File: src/sv/power_format02_codec_defines.svh
// Assertion macros for the format 02 power codec.
// Used by the top level only; expects clk and rst in scope.
`ifndef POWER_FORMAT02_CODEC_DEFINES_SVH
`define POWER_FORMAT02_CODEC_DEFINES_SVH

// Property checked on every clock edge outside reset.
`define PFC_ASSERT(lbl, prop, msg) \
  lbl: assert property (@(posedge clk) disable iff (rst) prop) else $error(msg);

// Condition that must never be true outside reset.
`define PFC_NEVER(lbl, cond, msg) \
  lbl: assert property (@(posedge clk) disable iff (rst) !(cond)) else $error(msg);

`endif

File: src/sv/pfc_pkg.sv
// Shared constants and arithmetic helpers for the format 02 power codec.
// No dependencies; used by pfc_enc, pfc_dec and power_format02_codec.
package pfc_pkg;

  // Conditional divide-by-ten stages in the encoder.
  localparam int DIV_STEPS = 6;
  // Total register stages from accepted word to result: input stage, the
  // divide stages, selection and two digit split stages in the encoder.
  localparam int PIPE_DEPTH = DIV_STEPS + 4;
  // Decoder arithmetic stages; the rest is delay padding.
  localparam int DEC_CORE = 3;
  localparam int DEC_PAD = PIPE_DEPTH - DEC_CORE;

  localparam logic [31:0] DIGIT_LIMIT = 32'd1000;
  localparam logic [9:0]  SAT_VALUE   = 10'd999;
  localparam logic [31:0] KW_LIMIT    = 32'd99900;
  localparam logic [2:0]  CODE_KW     = 3'd4;
  localparam logic [2:0]  CODE_DIV10  = 3'd7;

  // Exact floor(x / 10) for any 32-bit x.
  function automatic logic [31:0] div10(input logic [31:0] x);
    logic [63:0] p;
    p = {32'd0, x} * 64'h0000_0000_CCCC_CCCD;
    return {3'd0, p[63:35]};
  endfunction

  // Hundreds digit of v < 1000.
  function automatic logic [3:0] hundreds(input logic [9:0] v);
    logic [15:0] p;
    p = {6'd0, v} * 16'd41;
    return p[15:12];
  endfunction

  // Tens digit of r < 100.
  function automatic logic [3:0] tens(input logic [6:0] r);
    logic [14:0] p;
    p = {8'd0, r} * 15'd205;
    return p[14:11];
  endfunction

  // Decode scale 10^(6-code); code 7 is handled as a divide by ten.
  function automatic logic [19:0] pow10(input logic [2:0] code);
    logic [19:0] f;
    unique case (code)
      3'd0: f = 20'd1000000;
      3'd1: f = 20'd100000;
      3'd2: f = 20'd10000;
      3'd3: f = 20'd1000;
      3'd4: f = 20'd100;
      3'd5: f = 20'd10;
      3'd6: f = 20'd1;
      3'd7: f = 20'd1;
    endcase
    return f;
  endfunction

endpackage

File: src/sv/pfc_dec.sv
// Format 02 decoder pipeline: word to signed power, 0.01 kW units.
// Depends on pfc_pkg. Padded to the same depth as the encoder.
module pfc_dec (
  input  logic        clk,
  input  logic        rst,
  input  logic        in_vld,
  input  logic [15:0] code_word,
  output logic        out_vld,
  output logic [31:0] power_out
);

  // P1: digit value, exponent code, sign
  logic        p1_vld;
  logic [10:0] p1_d;
  logic [2:0]  p1_code;
  logic        p1_neg;
  // P2: scaled magnitude
  logic        p2_vld;
  logic [30:0] p2_mag;
  logic        p2_neg;
  // P3: signed result
  logic        p3_vld;
  logic [31:0] p3_pow;
  // delay line to match the encoder latency
  logic [pfc_pkg::DEC_PAD-1:0] pad_vld;
  logic [31:0] pad_pow [pfc_pkg::DEC_PAD];

  logic [10:0] d_next;
  logic [30:0] mag_next;
  logic [23:0] div_p;

  always_comb begin
    d_next = ({7'd0, code_word[11:8]} * 11'd100)
           + ({7'd0, code_word[7:4]} * 11'd10)
           + {7'd0, code_word[3:0]};
  end

  always_comb begin
    div_p = {13'd0, p1_d} * 24'd6554;   // floor(d/10) for d <= 1665
    if (p1_code == pfc_pkg::CODE_DIV10) begin
      mag_next = {23'd0, div_p[23:16]};
    end else begin
      mag_next = {20'd0, p1_d} * {11'd0, pfc_pkg::pow10(p1_code)};
    end
  end

  always_ff @(posedge clk) begin
    if (rst) begin
      p1_vld  <= 1'b0;
      p2_vld  <= 1'b0;
      p3_vld  <= 1'b0;
      pad_vld <= '0;
    end else begin
      p1_vld  <= in_vld;
      p2_vld  <= p1_vld;
      p3_vld  <= p2_vld;
      pad_vld <= {pad_vld[pfc_pkg::DEC_PAD-2:0], p3_vld};
    end
  end

  always_ff @(posedge clk) begin
    p1_d    <= d_next;
    p1_code <= code_word[15:13];
    p1_neg  <= code_word[12];
    p2_mag  <= mag_next;
    p2_neg  <= p1_neg;
    p3_pow  <= p2_neg ? (32'd0 - {1'b0, p2_mag}) : {1'b0, p2_mag};
    pad_pow[0] <= p3_pow;
    for (int k = 1; k < pfc_pkg::DEC_PAD; k++) begin
      pad_pow[k] <= pad_pow[k-1];
    end
  end

  assign out_vld   = pad_vld[pfc_pkg::DEC_PAD-1];
  assign power_out = pad_pow[pfc_pkg::DEC_PAD-1];

endmodule

File: config.mk
export PLATFORM = sky130hd
export DESIGN_NAME = pfc_dec
export DESIGN_NICKNAME = d
export VERILOG_FILES = /design/src/sv/power_format02_codec_defines.svh /design/src/sv/pfc_pkg.sv /design/src/sv/pfc_dec.sv
export SDC_FILE = /design/constraint.sdc
export NUM_CORES = 1
export LEC_CHECK = 0
export BUFFER_PORTS_ARGS = -buffer_cell sky130_fd_sc_hd__buf_2
export CORE_AREA = 2 2 148 186
export CTS_CLUSTER_SIZE = 28
export DETAILED_ROUTE_END_ITERATION = 10
export DIE_AREA = 0 0 150 188
export PLACE_DENSITY = 0.93
export SYNTH_ARGS = -nofsm -noshare
export SYNTH_HDL_FRONTEND = slang
export SYNTH_SLANG_ARGS = --single-unit
export TNS_END_PERCENT = 50
File: constraint.sdc
create_clock -name clk -period 12.2 [get_ports clk]
set_input_delay 3.05 -clock clk [delete_from_list [all_inputs] [get_ports clk]]
set_output_delay 3.05 -clock clk [all_outputs]
set_load 0.02 [all_outputs]
==> results by group <==
CTS
  – CTS Buf Count: 29
  – CTS HTree Levels: 1
  – Clk_lat worst skew: between 500 and 600 ps
  – # resized after CTS: 0
  – TritonCTS clock tree: yes
  – Clock sinks: 327
  – Clk root buf: clkbuf_16
  – Max Root-Sink Buffers: 3
  – Clock-pin slew on the worst setup and hold paths: 70 ps
  – Setup bufs post-CTS: 0
  – Post-CTS Hold Buffers: 0

Flow run
  – Max_cap viols: 0

Critical path
  – Required time of the critical path: 12580 ps
  – Crit end category: flip-flop
  – R2r worst-path depth: 18
  – Worst path arrival time: 6410 ps
  – R2R Path End: p2_mag[22]
  – CP Max Fanout: 19
  – Reg2Reg Setup Slack: around 6200 ps
  – Critical setup path kind: flip-flop to flip-flop
  – Critical path launch point type: flip-flop
  – R2r startpoint: p1_d[5]

Layout
  – Layout Nets: 1980
  – Proportion of layout cells with a drive suffix above 1: 0.06769
  – Inserted Diodes: 0
  – Growth of design area from synthesis to finish: 8.811%
  – Layout Cells excl Fill: a little under 2000

Yosys
  – Most common cell in the netlist: dfxtp_1
  – Mapped Cells: roughly 1600
  – Number of enable flip-flop cells after synthesis: 0
  – Area share of the largest cell type after synthesis: 0.3871
  – Top FF cell, synth: dfxtp_1
  – FFs w/ async S/R, synth: 0
  – Syn Nets: 1938
  – Ys Warns: 0
  – Seq/Total Area, Yosys: 0.3871
  – Post-synth top cells: 327 x dfxtp_1, 261 x inv_1, 181 x ha_1, 175 x fa_1, 118 x nand2_1
  – Post-synth top area cell: dfxtp_1
  – Synthesized flop and latch total: between 300 and 400
  – Synth area leaders: dfxtp_1 39%, fa_1 21%, ha_1 13%
  – Syn_area_per_cell: roughly 11 sq um
  – Post-synth cell types: 55
  – Cell area after synthesis: 0.01691 sq mm

STA
  – Final Skew: 14.44 ps
  – RSZ-0062 raised after global routing: false
  – Max-slew violations: 0
  – Fmax: roughly 170 MHz
  – Final setup vio count: 0
  – Final Cycle Share: 0.4938
  – Endpoints failing hold: 0
  – Worst-Margin Slew: 1072 ps
  – Worst slew margin: 0.2847
  – Setup TNS: 0 ps
  – Min Tclk post-route: 6025 ps

Hold path
  – Hold Crit Class: flip-flop to flip-flop
  – Min-Delay Startpoint: pad_pow[3][4]
  – Hold EP: pad_pow[4][4]
  – Hold path cells: 0

Route
  – Vias/cell: 5.405
  – Pre-antenna DRT Iters: 5
  – Wirelength per Cell: 16.44 microns
  – WL final: 32.38 mm
  – Number of DRC markers in iteration 0: 563
  – Residual DRC: 0
  – Via count: 10650
  – Antenna Nets Post-Route: 0

Floorplan
  – Row count: 67
  – Width of the die: approximately 150 microns
  – # IOs: 52
  – Die height: 188 microns
  – Initial Utilization: 0.6384
  – Total core area: 0.02649 sq mm
  – Die area: 0.02820 sq mm

Global route
  – Total grt overflow: 0
  – Total track usage: 0.2386
  – First-pass GRT wire length: 54.14 mm
  – Largest net degree at the start of global routing: 33
  – Antenna violations before repair: 0
  – Vias in the first global route: 11630

Placed design
  – IO buf count: 51
  – Global placement routability congestion: 0.9672
  – HPWL Detailed: approximately 25 mm
  – Dpl cells: around 1900

Status
  – Outcome: finished, final reports clean
-- kinds of logic (layout without fill, tap and decap cells) --
kind of cell	Yosys count	after routing	synth area share
simple gates	325	325	0.09780
fa+ha+maj	356	356	0.3411
flops	327	327	0.3871
mux	3	3	0.001850
xor+xnor	70	70	0.03625
buf+inv	302	364	0.06703
compound gates	180	180	0.06895
-- metrics by stage --
stage	area [sq um]	setup slack [ps]	hold slack, ps	utilization
2_1_floorplan	16910	6657	309.6	-
3_3_place_gp	17450	6391	309.5	0.6588
3_5_place_dp	17450	6269	312.1	0.6588
4_1_cts	18400	6323	323.4	0.6947
5_1_grt	18400	5925	329.5	0.6947
6_report	18400	6175	321.7	0.6947
-- layer usage --
metal,vias to the layer above,share of wire,GRT usage,wire [microns]
met5,-,0,0,0
met4,0,0.035,0.08454,1131
met3,100,0.059,0.03406,1916
met2,411,0.54,0.4622,17530
met1,5126,0.36,0.2590,11810
li1,5010,-,-,-
-- how the worst max path moves through the flow --
stage / from / slack, ps / endpoint / cells past startpoint
floorplan: code_word[5] / 6660 / p1_d[10] / 11
global placement: code_word[5] / 6390 / p1_d[10] / 12
detailed placement: code_word[5] / 6270 / p1_d[10] / 12
CTS: p1_d[7] / 6320 / p2_mag[22] / 17
global route: p1_d[7] / 5930 / p2_mag[22] / 17
finish: p1_d[5] / 6180 / p2_mag[22] / 18
-- area by class of cell --
type	instances	area, sq um
fillers	1836	8088
clock inverters	13	150.1
repair buffers	52	262.8
well taps	345	431.7
inverters	261	979.7
multi-input cells	934	9233
clock buffers	38	799.5
flip-flops and latches	327	6546
-- registers in the layout (all words and copies together) (netlist names), named ones only --
name     count
p1_d        11
p2_neg       1
p1_vld       1
pad_vld      7
p1_neg       1
p3_vld       1
pad_pow    224
p1_code      3
p2_vld       1
p3_pow      32
p2_mag      31
-- worst max-delay path, cell delays in order (launching register included) --
cell and delay, ps:
dfxtp_1 870, and2_1 370, fa_1 440, ha_1 310
inv_1 60, fa_1 560, inv_1 70, fa_1 530
inv_1 60, fa_1 530, inv_1 40, ha_1 340
a21o_1 230, a211o_1 300, a21oi_1 270, o21ai_0 330
a41oi_1 370, xnor2_1 150, nor2_1 50
-- placed cells by master (no fill, tap or decap), drive strengths merged, types with 15 or more instances in the layout --
cell type | Yosys | final
buf | 2 | 52
dfxtp | 327 | 327
inv | 261 | 265
a21o | 29 | 29
nor2b | 15 | 15
xnor2 | 51 | 51
xor2 | 19 | 19
ha | 181 | 181
and2 | 89 | 89
nor2 | 41 | 41
fa | 175 | 175
nand2 | 118 | 118
o21ai | 40 | 40
clkbuf | 39 | 38
a21oi | 45 | 45
Power is left out: the tool's default activity adds up to more than one toggle a clock period on the data nets, which glitch-free logic cannot reach.
